===== src/rtl/per_key_rate_limiter_top_assert.svh =====
// Assertion macros for the per-key rate limiter.
`ifndef PER_KEY_RATE_LIMITER_TOP_ASSERT_SVH
`define PER_KEY_RATE_LIMITER_TOP_ASSERT_SVH

`ifndef SYNTHESIS
// Same-cycle implication, clocked on clk, off while in reset.
`define PKRL_ASSERT_SAME(lbl, ante, cons) \
    lbl: assert property (@(posedge clk) disable iff (!rst_n) (ante) |-> (cons)) \
        else $error("pkrl assertion failed");
// Next-cycle implication, clocked on clk, off while in reset.
`define PKRL_ASSERT_NEXT(lbl, ante, cons) \
    lbl: assert property (@(posedge clk) disable iff (!rst_n) (ante) |=> (cons)) \
        else $error("pkrl assertion failed");
`else
`define PKRL_ASSERT_SAME(lbl, ante, cons)
`define PKRL_ASSERT_NEXT(lbl, ante, cons)
`endif

`endif


===== src/rtl/pkrl_pkg.sv =====
// Package with sizes, constants and the sequencer state type of the rate limiter.
package pkrl_pkg;

    localparam int SLOT_COUNT  = 8;
    localparam int IDX_W       = (SLOT_COUNT > 1) ? $clog2(SLOT_COUNT) : 1;
    localparam int ADDR_W      = 48;
    localparam int TIME_W      = 32;
    localparam int SLOT_OUT_W  = 3;
    localparam int ENTRY_W     = ADDR_W + TIME_W;
    localparam int IN_DATA_W   = 80;
    localparam int OUT_DATA_W  = 8;

    localparam logic [TIME_W-1:0] INTERVAL_RESET = 32'd5000;

    typedef enum logic [1:0] {
        ST_IDLE,
        ST_SCAN,
        ST_RESOLVE,
        ST_OUT
    } state_t;

endpackage


===== src/rtl/per_key_rate_limiter_top.sv =====
// Per-address rate limiter with a slot table in memory and least-recent eviction.
//
//  Channel  Dir  Fields (low bit up)                          Handshake
//  s_*      in   source_address[47:0], time_now_ms[79:48]     s_tvalid / s_tready
//  m_*      out  allowed[0], slot_used[3:1], new_entry[4]     m_tvalid / m_tready
//  cfg_*    in   min_interval_ms[31:0]                        cfg_valid / cfg_ready
//
// One request at a time. The table memory is read one slot per cycle through a
// registered read port; the scan stops at the first hit or after the last slot.
// Reset clears the slot valid bits in flip-flops; invalid slots read as empty.
// The result waits in an output register; a stall there holds the sequencer
// until the result register is free. Configuration writes are taken every cycle.

`include "per_key_rate_limiter_top_assert.svh"

module per_key_rate_limiter_top
    import pkrl_pkg::*;
(
    input  logic                  clk,
    input  logic                  rst_n,
    input  logic                  s_tvalid,
    output logic                  s_tready,
    input  logic [IN_DATA_W-1:0]  s_tdata,   // source_address[47:0], time_now_ms[79:48]
    output logic                  m_tvalid,
    input  logic                  m_tready,
    output logic [OUT_DATA_W-1:0] m_tdata,   // allowed[0], slot_used[3:1], new_entry[4]
    input  logic                  cfg_valid,
    output logic                  cfg_ready,
    input  logic [TIME_W-1:0]     cfg_data   // min_interval_ms[31:0]
);

    // Sequencer state
    state_t state_reg, state_next;

    // Request capture
    logic [ADDR_W-1:0] addr_reg;
    logic [TIME_W-1:0] now_reg;

    // Read issue and read pipeline
    logic [IDX_W-1:0]  rd_idx_reg;
    logic              rd_done_reg;
    logic              p_vld_reg;
    logic [IDX_W-1:0]  p_idx_reg;
    logic [ADDR_W-1:0] rdata_addr_reg;
    logic [TIME_W-1:0] rdata_time_reg;
    logic              rvld_reg;

    // Slot table and its valid bits
    logic [ENTRY_W-1:0]    mem [SLOT_COUNT];
    logic [SLOT_COUNT-1:0] vld_reg;

    // Scan results
    logic              hit_reg;
    logic [IDX_W-1:0]  hit_idx_reg;
    logic [TIME_W-1:0] hit_time_reg;
    logic [IDX_W-1:0]  old_idx_reg;
    logic [TIME_W-1:0] old_time_reg;

    // Resolved result
    logic              res_allowed_reg;
    logic [IDX_W-1:0]  res_idx_reg;
    logic              res_new_reg;

    // Output register
    logic                  m_tvalid_reg;
    logic [OUT_DATA_W-1:0] m_tdata_reg;
    logic [OUT_DATA_W-1:0] m_tdata_next;

    logic [TIME_W-1:0] interval_reg;

    // Combinational helpers
    logic              in_accept;
    logic [TIME_W-1:0] ent_time;
    logic              ent_hit;
    logic              last_eval;
    logic              scan_end;
    logic              issue;
    logic [TIME_W-1:0] elapsed;
    logic              pass;
    logic              wr_en;
    logic [IDX_W-1:0]  wr_idx;
    logic              out_load;
    logic [31:0]       res_idx_wide;

    assign in_accept = s_tvalid && s_tready;

    // Entry under evaluation; an invalid slot reads as empty
    assign ent_time  = rvld_reg ? rdata_time_reg : '0;
    assign ent_hit   = p_vld_reg && (ent_time != '0) && (rdata_addr_reg == addr_reg);
    assign last_eval = p_vld_reg && (p_idx_reg == IDX_W'(SLOT_COUNT - 1));
    assign scan_end  = ent_hit || last_eval;

    // Interval check on a hit
    assign elapsed = now_reg - hit_time_reg;
    assign pass    = (elapsed >= interval_reg);
    assign wr_idx  = hit_reg ? hit_idx_reg : old_idx_reg;

    // Next state
    always_comb
    begin
        state_next = state_reg;
        case (state_reg)
            ST_IDLE:
            begin
                if (s_tvalid)
                    state_next = ST_SCAN;
            end
            ST_SCAN:
            begin
                if (scan_end)
                    state_next = ST_RESOLVE;
            end
            ST_RESOLVE:
            begin
                state_next = ST_OUT;
            end
            ST_OUT:
            begin
                if (!m_tvalid_reg || m_tready)
                    state_next = ST_IDLE;
            end
            default:
            begin
                state_next = ST_IDLE;
            end
        endcase
    end

    // State-decoded outputs and strobes
    always_comb
    begin
        s_tready = 1'b0;
        issue    = 1'b0;
        wr_en    = 1'b0;
        out_load = 1'b0;
        case (state_reg)
            ST_IDLE:
            begin
                s_tready = 1'b1;
            end
            ST_SCAN:
            begin
                issue = !rd_done_reg && !scan_end;
            end
            ST_RESOLVE:
            begin
                wr_en = hit_reg ? pass : 1'b1;
            end
            ST_OUT:
            begin
                out_load = !m_tvalid_reg || m_tready;
            end
            default:
            begin
                s_tready = 1'b0;
            end
        endcase
    end

    assign cfg_ready = 1'b1;

    // Control registers
    always_ff @(posedge clk or negedge rst_n)
    begin
        if (!rst_n)
        begin
            state_reg    <= ST_IDLE;
            rd_idx_reg   <= '0;
            rd_done_reg  <= 1'b0;
            p_vld_reg    <= 1'b0;
            rvld_reg     <= 1'b0;
            vld_reg      <= '0;
            hit_reg      <= 1'b0;
            m_tvalid_reg <= 1'b0;
            interval_reg <= INTERVAL_RESET;
        end
        else
        begin
            state_reg <= state_next;
            rvld_reg  <= vld_reg[rd_idx_reg];
            p_vld_reg <= issue;

            // Read issue counter
            if (in_accept)
            begin
                rd_idx_reg  <= '0;
                rd_done_reg <= 1'b0;
            end
            else if (issue)
            begin
                if (rd_idx_reg == IDX_W'(SLOT_COUNT - 1))
                    rd_done_reg <= 1'b1;
                else
                    rd_idx_reg <= rd_idx_reg + IDX_W'(1);
            end

            // Hit flag
            if (in_accept)
                hit_reg <= 1'b0;
            else if (state_reg == ST_SCAN && ent_hit)
                hit_reg <= 1'b1;

            // Slot becomes valid when written
            if (wr_en)
                vld_reg[wr_idx] <= 1'b1;

            // Output valid
            if (out_load)
                m_tvalid_reg <= 1'b1;
            else if (m_tready)
                m_tvalid_reg <= 1'b0;

            // Configuration
            if (cfg_valid && cfg_ready)
                interval_reg <= cfg_data;
        end
    end

    // Slot table: one read and one write port
    always_ff @(posedge clk)
    begin
        if (wr_en)
            mem[wr_idx] <= {now_reg, addr_reg};
        {rdata_time_reg, rdata_addr_reg} <= mem[rd_idx_reg];
    end

    // Payload registers
    always_ff @(posedge clk)
    begin
        if (in_accept)
        begin
            addr_reg <= s_tdata[ADDR_W-1:0];
            now_reg  <= s_tdata[ADDR_W+TIME_W-1:ADDR_W];
        end

        if (issue)
            p_idx_reg <= rd_idx_reg;

        // Track the match, or the oldest slot (first minimum, empty slots first)
        if (state_reg == ST_SCAN && p_vld_reg)
        begin
            if (ent_hit)
            begin
                hit_idx_reg  <= p_idx_reg;
                hit_time_reg <= ent_time;
            end
            else if (p_idx_reg == '0 || ent_time < old_time_reg)
            begin
                old_idx_reg  <= p_idx_reg;
                old_time_reg <= ent_time;
            end
        end

        // Resolve the request
        if (state_reg == ST_RESOLVE)
        begin
            res_allowed_reg <= hit_reg ? pass : 1'b1;
            res_idx_reg     <= wr_idx;
            res_new_reg     <= !hit_reg;
        end

        if (out_load)
            m_tdata_reg <= m_tdata_next;
    end

    // Result packing, slot index reduced to three bits
    always_comb
    begin
        res_idx_wide = 32'(res_idx_reg);
        m_tdata_next = '0;
        m_tdata_next[0]                = res_allowed_reg;
        m_tdata_next[SLOT_OUT_W:1]     = res_idx_wide[SLOT_OUT_W-1:0];
        m_tdata_next[SLOT_OUT_W+1]     = res_new_reg;
    end

    assign m_tvalid = m_tvalid_reg;
    assign m_tdata  = m_tdata_reg;

    // Assertions
    `PKRL_ASSERT_NEXT(a_accept_starts_scan, in_accept,
                      state_reg == ST_SCAN && rd_idx_reg == '0 && !hit_reg)
    `PKRL_ASSERT_SAME(a_result_from_seq, $rose(m_tvalid_reg), $past(state_reg == ST_OUT))
    `PKRL_ASSERT_SAME(a_refused_not_new, m_tvalid_reg, m_tdata_reg[0] || !m_tdata_reg[4])
    `PKRL_ASSERT_SAME(a_hit_occupied, state_reg == ST_RESOLVE && hit_reg,
                      hit_time_reg != '0)

endmodule


===== config.mk =====
export PLATFORM = sky130hd
export DESIGN_NAME = per_key_rate_limiter_top
export DESIGN_NICKNAME = d
export VERILOG_FILES = /design/src/rtl/pkrl_pkg.sv /design/src/rtl/per_key_rate_limiter_top.sv
export VERILOG_INCLUDE_DIRS = /design/src /design/src/rtl
export SDC_FILE = /design/constraint.sdc
export NUM_CORES = 1
export LEC_CHECK = 0
export BUFFER_PORTS_ARGS = -buffer_cell sky130_fd_sc_hd__buf_2
export CAP_MARGIN = 30
export CORE_MARGIN = 5
export CORE_UTILIZATION = 62
export DETAILED_ROUTE_END_ITERATION = 8
export PLACE_DENSITY = 0.92
export SLEW_MARGIN = 10
export SYNTH_ARGS = -nofsm -noshare
export SYNTH_HDL_FRONTEND = slang
export SYNTH_SLANG_ARGS = --single-unit

===== constraint.sdc =====
create_clock -name clk -period 11.1 [get_ports clk]
set_input_delay 0.555 -clock clk [delete_from_list [all_inputs] [get_ports clk]]
set_output_delay 0.555 -clock clk [all_outputs]
set_load 0.01 [all_outputs]

## Yosys cells after proc, flatten, opt, wreduce, memory -nomap -nowiden

Memory sizes are Yosys's and may differ from the RTL's. A register that Yosys moved wholly into a read port is not among the register bits.
Index checks and enable logic that the tools add are counted.

| operators by class | value |
|---|---|
| add/subtract/negate cells | 2 |
| magnitude comparators | 5 |
| eq/ne operators | 10 |
| multiplexer cells | 27 |
| bitwise gates (word level) | 2 |
| reduce and logical (&&, ||, !) cells | 27 |

Operators with widths:

| operator | count |
|---|---|
| == test 48 bit | 1 |
| greater-or-equal comparator 32 bit | 1 |
| < comparator 32 bit | 1 |
| 2-to-1 mux 32 bit | 1 |
| nonzero test 32 bit | 1 |
| subtractor 32 bit | 1 |
| 2-to-1 mux 1 bit | 16 |
| 2-to-1 mux 3 bit | 4 |
| logical AND 1 bit | 8 |
| < comparator 3 x 4 -> 1 bit, second input constant | 2 |
| inequality test 2 bit, second input constant | 4 |
| bitwise OR 8 bit | 1 |
| one-hot mux 2 bit (4 select lines) | 1 |
| nonzero test 2 bit | 4 |
| == test 3 bit, second input constant | 2 |
| 2-to-1 mux 2 bit | 3 |
| AND reduction 2 bit | 3 |
| AND reduction 3 bit | 2 |
| == test 2 bit, second input constant | 2 |
| logical NOT 1 bit | 4 |
| adder 3 x 1 -> 3 bit, second input constant | 1 |
| binary-select mux 1 bit (select 3 bit) | 1 |
| demux 1 bit (select 3 bit) | 1 |
| greater-or-equal comparator 3 x 1 -> 1 bit, second input constant | 1 |
| 5 further kinds | 7 |

| storage, ports and cells | value |
|---|---|
| flip-flop bits (word level) | 213 |
| bits in writable memories | 640 |
| input port bits | 117 |
| output and inout port bits | 11 |
| logic and storage cells | 94 |
| memories | 1 |

Memories:

| name | depth | bits a word | read ports | clocked after Yosys merged registers in | write ports | line | RTL |
|---|---|---|---|---|---|---|---|
| mem | 8 | 80 | 1 | 1 | 1 | per_key_rate_limiter_top.sv:49 | `logic [ENTRY_W-1:0] mem [SLOT_COUNT];` |

## Longest topological paths before layout

Gate-level depths: netlist of the first run.

| depth | value |
|---|---|
| word-level depth | 10 |
| gate-level depth with buffers | 21 |
| gate-level depth less buffers | 21 |

## Worst setup path after synthesis of the first run

OpenSTA, ideal clock, no wires.

| timing path | value |
|---|---|
| kind | flip-flop to flip-flop |
| from | register now_reg[0] |
| to | memory mem[1][0] (netlist name) (enable) |
| library setup time | 0.637 ns |
| data arrival time | 9.522 ns |
| required time | 10.463 ns |
| slack | 0.941 ns |
| cell stages (with the launch flop) | 19 |
| path buffers | 1 |
| period minus slack after synthesis | 10.159 ns |
| cells stage by stage | edfxtp_1 -> inv_1 -> ha_1 -> inv_1 -> fa_1 -> a21oi_1 -> o22ai_1 -> o22ai_1 -> a211oi_1 -> o2111ai_1 -> a21oi_1 -> o41ai_2 -> xnor2_1 -> ha_1 -> nand2_1 -> or3_1 -> buf_1 -> o21bai_1 -> a211oi_1 |

| on the way | value |
|---|---|
| word-level cells in the longest chain between the ends | 6 |

Ends and longest elaborated chain:

| item | line | RTL |
|---|---|---|
| start, declared | per_key_rate_limiter_top.sv:37 | `logic [TIME_W-1:0] now_reg;` |
| start signal, assigned | per_key_rate_limiter_top.sv:233 | `now_reg <= s_tdata[ADDR_W+TIME_W-1:ADDR_W];` |
| subtractor 32 bit | per_key_rate_limiter_top.sv:94 | `assign elapsed = now_reg - hit_time_reg;` |
| greater-or-equal comparator 32 bit | per_key_rate_limiter_top.sv:95 | `assign pass = (elapsed >= interval_reg);` |
| 2-to-1 mux 1 bit | -- |  |
| 2-to-1 mux 1 bit | per_key_rate_limiter_top.sv:136 | `case (state_reg)` |
| 2-to-1 mux 1 bit | per_key_rate_limiter_top.sv:222 | `if (wr_en)` |
| 2-to-1 mux 1 bit (not written as such) | per_key_rate_limiter_top.sv:223 | `mem[wr_idx] <= {now_reg, addr_reg};` |
| end, declared | per_key_rate_limiter_top.sv:49 |  |

No other way between the ends.

## Final worst setup path of the first run

| timing path | value |
|---|---|
| from | register now_reg[0] |
| to | memory mem[3][72] (netlist name) (enable) |

Same word-level chain as after synthesis.

==> results of run 1 <==
[kinds of logic after synthesis]
group | share of synthesized area [%]
XOR/XNOR | 1.759
multiplexers | 12.60
other | 0.02038
buffers and inverters | 1.962
AND/OR/NAND/NOR | 3.388
flip-flops | 73.19
AO/OA/AOI/OAI | 3.629
adder cells (fa/ha/maj) | 3.449
[layout by cell type, fill, tap and decap left out, types with 20 or more instances in the layout]
master     instances
nor4_1            20
dfxtp_1           80
mux4_2           162
xor2_1            37
nand2_1           59
and2_1            36
clkbuf_16         89
buf_2            123
nor3_1            20
buf_4             23
mux2_2            84
edfxtp_1         803
dfrtp_1           42
a21oi_1           45
a21o_1            29
xnor2_1           37
ha_1             100
o21ai_0           54
inv_1            117
nor2_1            24
[layer usage]
metal / global-route usage, % / part of all wire, % / up-vias
li1: - / - / 8138
met1: 37.21 / 37 / 9884
met2: 45.62 / 50 / 1211
met3: 4.032 / 8.7 / 196
met4: 10.56 / 3.9 / 0
met5: 0 / 0 / -
[path summary, 6_finish.rpt]
| path | depth (start not counted) | startpoint | end |
|---|---|---|---|
| max in group asynchronous | 2 | rst_n | rd_idx_reg[1]$_DFFE_PN0P_ |
| setup / recovery | 21 | now_reg[0]$_DFFE_PP_ | mem[3][72]$_DFFE_PP_ |
| hold reg to reg | 0 | res_idx_reg[0]$_DFFE_PP_ | m_tdata[1]$_DFFE_PP_ |
| setup reg to reg | 21 | now_reg[0]$_DFFE_PP_ | mem[3][72]$_DFFE_PP_ |
| min in group clk | 1 | s_tdata[40] | addr_reg[40]$_DFFE_PP_ |
| hold / removal | 2 | rst_n | interval_reg[1]$_DFFE_PN0P_ |
[cells in the mapped netlist (all sizes together), types with 24 or more instances]
| cell type | number |
|---|---|
| a21o | 29 |
| a21oi | 45 |
| and2 | 37 |
| buf | 24 |
| clkbuf | 45 |
| dfrtp | 45 |
| dfxtp | 80 |
| edfxtp | 803 |
| ha | 100 |
| inv | 117 |
| mux2 | 84 |
| mux4 | 162 |
| nand2 | 59 |
| nor2 | 25 |
| o21ai | 54 |
| xnor2 | 37 |
| xor2 | 37 |
[area by class of cell]
cell class	count	share of cell area, %
Antenna cell	1	0.006025
Clock buffer	115	5.766
Clock inverter	48	1.187
Inverter	117	1.057
Multi-Input combinational cell	866	22.33
Sequential cell	933	64.97
Tap cell	773	2.329
Timing Repair Buffer	154	2.356
[through the flow]
stage | area [um2] | setup slack (ps) | utilization, %
after global placement | 38450 | 4569 | 65.26
final | 41530 | 4353 | 70.51
after CTS | 41500 | 4426 | 70.45
after detailed placement | 38610 | 4575 | 65.54
after floorplan | 36860 | 940.6 | -
after global routing | 41530 | 4129 | 70.50
[report_power, final]
group / total, mW / switching, mW / internal (mW)
clock: 3.04 / 1.34 / 1.70
sequential: 3.77 / 0.00319 / 3.77
combinational: 0.0707 / 0.0410 / 0.0297
total: 6.88 / 1.38 / 5.50
==> run summary, run 1 <==
worst hold slack: 40.00 ps
CP cell instances: inv_1, ha_1, inv_1, fa_1, a21oi_1, o22ai_1, o22a_1, a211oi_1, o221ai_1, a21oi_1, xnor2_1, ha_1, nand4_1, nor3_1, nand2_1, a31oi_1, o21bai_1, buf_4, a211oi_4, buf_4, buf_4
Fin Setup TNS: 0 ps
CP max FO: 56
Clock Sinks: 933
Tmin final: 6747 ps
Top cell by count, worst path: buf_4
max-cap viol count: 0
WL final: 86.52 mm
Starting DRT DRC Count: 2073
detailed-router iteration count before antenna repair: 6
Clock Pin Slew Worst Setup and Hold Paths: 70 ps
GRT overflow: 0
wire length per cell: 28.77 um
GP Congestion: 0.8837
worst vdd rail ir drop: 197.5 uV
largest net degree at the start of global routing: 64
placed insts: 2841
synthesized area per cell: 18.58 um2
Max Clock Skew: 42.18 ps
Clock Path Buffers: 3
Core Region: 0.05891 mm2
CP peak stage delay: 880 ps
worst path required time: 11340 ps
ys flop type: edfxtp_1
min-delay worst type: primary input to asynchronous set/reset pin
initial antenna violation count: 0
Least-Margin Pin Slew: 1078 ps
Ports: 128
static leakage: 15.22 nW
P&R area growth vs syn: 12.70%
Final Cycle Share: 60.79%
vias in the first global route: 20.52k
Clk Latency, worst-skew pair: 650 ps
Slew headroom: 28.13%
die area: 0.06442 mm2
outcome: completed
buffer and inverter count on the worst path: 5
cell taking the most area after synthesis: edfxtp_1
first-pass GRT wire length: 130.2 mm
Netlist Area Pre-Place: 0.03685 mm2
Fill cells: 3242
Final Hold Viols: 0
Mapped Cells: 1983
area share of the leading cell type in the synthesized netlist: 65.43%
H-Tree Depth: 3
# rows: 89
Peak Freq: 148.2 MHz
Detailed Place HPWL: 48.93 mm
Multi-input gate area: 0.009275 mm2
Netlist cell types: 66
TritonCTS buffer count: 87
Largest register FFs: 640
CP Data Arrival Time: 6980 ps
vias: 19.43k
postcts setup bufs: 0
total area of sequential cells: 0.02698 mm2
# hold bufs at CTS: 0
Yosys reg bits: 933
fin. max-slew vios: 0
Root Driver: clkbuf_16
CP Capture Type: flip-flop
Power, Total: 6.880 mW
drt via density: 6.461
R2R Setup Slk: 4350 ps
Synthesis Warnings: 0
# setup viols final: 0
Die Span X: 253.8 um
ANT nets after route: 0
Finished Layout Cells: 3007
Post-CTS Resized: 0
P per Cell Area: 165.6 mW/mm2
drt drc: 0
starting density of the core: 62.56%
Die Ht: 253.8 um
# nets final: 2377
number of flops mapped to enable cells by yosys: 803
crit path kind: flip-flop to flip-flop
ratio of cells with drive above 1 in the final layout: 25.08%
Seq/Total Area, Yosys: 73.19%
slowest stage cell, crit path: buf_4
RSZ-0062 raised after global routing: no
CTS tree: built
number of port buffers: 123
share of synthesized flip-flops with an asynchronous set or reset: 5.359%
nature of the critical path startpoint: flip-flop
leading post-synthesis cells by cell area: edfxtp_1 65%, mux4_2 9.9%, dfxtp_1 4.3%, ha_1 3.4%, dfrtp_1 3.1%
CP delay by family, top: compound AO/OA/AOI/OAI gates
GRT Util Overall: 27.30%
Note: power is estimated with default switching activity, not from simulation.
==> run 2, diff against run 1 <==
==> constraint.sdc (replaced) <==
create_clock -name clk -period 6.45 [get_ports clk]
set_input_delay 0.3225 -clock clk [delete_from_list [all_inputs] [get_ports clk]]
set_output_delay 0.3225 -clock clk [all_outputs]
set_load 0.01 [all_outputs]
==> run 2 against run 1 <==
Via count is 2.9% higher. Cell area up 3.6%. Sequential cell count is the same. Register-to-register slack lost 3600 ps. Maximum frequency is 18% higher. Clock power is 81% higher. Sequential power rose by 72%. Final cell count up 4.2%. Largest power group unchanged. Critical endpoint is now mem[1][69]$_DFFE_PP_.
==> run summary, run 2 (synthesized netlist as in run 1, its figures left out) <==
outcome: completed
Final Hold Viols: 0 (unchanged)
Peak Freq: 174.4 MHz (+18%)
min-delay worst type: primary input to flip-flop
crit path kind: flip-flop to flip-flop
nature of the critical path startpoint: flip-flop
postcts setup bufs: 0 (unchanged)
number of port buffers: 123 (unchanged)
wire length per cell: 28.67 um (-0.37%)
worst path required time: 6730 ps (-4610 ps)
Switch Pwr: 2.461 mW (+78%)
switch share: 20.22% (+0.13 points)
GRT Util Overall: 28.37% (+1.1 points)
Clock Sinks: 933 (unchanged)
CP Data Arrival Time: 6010 ps (-970 ps)
H-Tree Depth: 3 (unchanged)
ratio of cells with drive above 1 in the final layout: 24.28% (-0.80 points)
# rows: 89 (unchanged)
ANT nets after route: 0 (unchanged)
initial antenna violation count: 1 (+1)
Clock Path Buffers: 3 (unchanged)
detailed-router iteration count before antenna repair: 5 (-1)
Reg power frac: 53.3% (-1.5 points)
worst vdd rail ir drop: 281.6 uV (+43%)
TritonCTS buffer count: 91 (+4.6%)
internal power: 9.711 mW (+77%)
Power, Total: 12.17 mW (+77%)
P&R area growth vs syn: 16.74%
Finished Layout Cells: 3133 (+4.2%)
Largest register FFs: 640 (unchanged)
drt via density: 6.384 (-1.2%)
Final Cycle Share: 88.91% (+28 points)
Least-Margin Pin Slew: 885.0 ps (-193.1 ps)
Final WS setup: 715.5 ps (-3637 ps)
Core Region: 0.05891 mm2 (unchanged)
Ports: 128 (unchanged)
max-cap viol count: 0 (unchanged)
WL final: 89.81 mm (+3.8%)
fin. max-slew vios: 0 (unchanged)
CP Capture Type: flip-flop
# setup viols final: 0 (unchanged)
Clk Latency, worst-skew pair: 670 ps (+20 ps)
static leakage: 15.84 nW (+4.1%)
final core utilization: 73.03% (+2.5 points)
# hold bufs at CTS: 113 (+113)
Detailed Place HPWL: 47.95 mm (-2.0%)
P per Cell Area: 282.9 mW/mm2 (+71%)
# nets final: 2498 (+5.1%)
vias in the first global route: 21.22k (+3.4%)
Tmin final: 5735 ps (-1013 ps)
first-pass GRT wire length: 135.1 mm (+3.8%)
Post-CTS Resized: 0 (unchanged)
Max Clock Skew: 42.02 ps (-0.1659 ps)
Root Driver: clkbuf_16
Gate power share: 1.5% (+0.5 points)
largest net degree at the start of global routing: 83 (+30%)
Clk pwr share: 45.2% (+1.0 points)
Starting DRT DRC Count: 2448 (+18%)
CP max FO: 66 (+18%)
most frequent cells in the layout: 803 x edfxtp_1, 162 x mux4_2, 123 x buf_2
Die Ht: 253.8 um (unchanged)
Slew headroom: 41.00% (+13 points)
RSZ-0062 raised after global routing: no
CTS tree: built
pre-CTS WS: 844.3 ps (-3731 ps)
placed insts: 2845 (+0.14%)
die area: 0.06442 mm2 (unchanged)
drt drc: 0 (unchanged)
starting density of the core: 62.56% (unchanged)
vias: 20.00k (+2.9%)
Clock Pin Slew Worst Setup and Hold Paths: 70 ps (about the same)
commonest non-fill, non-tap cell in the layout: edfxtp_1
GP Congestion: 0.8785 (-0.59%)
Die Span X: 253.8 um (unchanged)
GRT overflow: 0 (unchanged)
-- run 2: cell types whose count changed in the layout (fill, tap and decap cells not counted), moves of 4 or more --
cell	delta
clkbuf_16	+4
buf_4	-8
dlygate4sd3_1	+113
buf_12	+16
buf_16	-4
clkbuf_8	+8
-- run 2: critical path, cell delays in order (launching register included) --
cell and delay, ps:
edfxtp_1 510, inv_1 140, ha_1 190, inv_1 70, fa_1 400, a21oi_1 190
o22ai_1 150, o22ai_1 370, a211oi_1 170, o2111ai_1 300, a21oi_1 130, o41ai_2 320
xnor2_1 110, ha_1 270, nand2_1 60, or3_1 540, o21bai_1 320, buf_4 240
a211oi_4 340, buf_12 460
-- run 2: path summary, 6_finish.rpt --
check | from | end | slack (ps) | depth (start not counted)
min reg2reg | res_new_reg$_DFFE_PP_ | m_tdata[4]$_DFFE_PP_ | 420 | 0
max | now_reg[0]$_DFFE_PP_ | mem[1][69]$_DFFE_PP_ | 720 | 19
max in group asynchronous | rst_n | rd_idx_reg[1]$_DFFE_PN0P_ | 5580 | 3
min | m_tready | m_tvalid$_DFFE_PN0P_ | 70 | 3
min in group asynchronous | rst_n | interval_reg[14]$_DFFE_PN0P_ | 360 | 3
max reg2reg | now_reg[0]$_DFFE_PP_ | mem[1][69]$_DFFE_PP_ | 720 | 19
-- run 2: metal layers --
| metal | vias to the layer above | track usage [%] | part of all wire [%] |
|---|---|---|---|
| met5 | - | 0 | 0 |
| met4 | 0 | 9.942 | 3.6 |
| met3 | 205 | 5.383 | 9.4 |
| met2 | 1271 | 47.73 | 51 |
| met1 | 10150 | 37.98 | 36 |
| li1 | 8379 | - | - |
-- run 2: per-stage QoR --
step / TNS, ps / area, um2 / hold slack [ps]
2_1_floorplan: -395320 / 36890 / 26.91
3_3_place_gp: 0 / 38650 / 400.4
3_5_place_dp: 0 / 38770 / 405.6
4_1_cts: 0 / 42990 / 13.89
5_1_grt: 0 / 43020 / 50.96
6_report: 0 / 43020 / 72.01
-- run 2: layout make-up --
type	instances	area, um2
sequential	933	26980
timing repair buffer	271	2260
fill	3075	15890
inverter	117	439.2
multi-input combinational	866	9275
clock buffer	128	2609
antenna	4	10.01
clock inverter	41	478.0
tap	773	967.2
-- run 2: power groups by stage --
stage / Clock (mW) / Combinational, mW / Sequential, mW
global route: 5.81 / 0.201 / 6.49
detailed placement: 0 / 0.122 / 6.62
floorplan: 0 / 0.0571 / 6.62
CTS: 5.52 / 0.178 / 6.49
global placement: 0 / 0.116 / 6.62
finish: 5.50 / 0.181 / 6.49
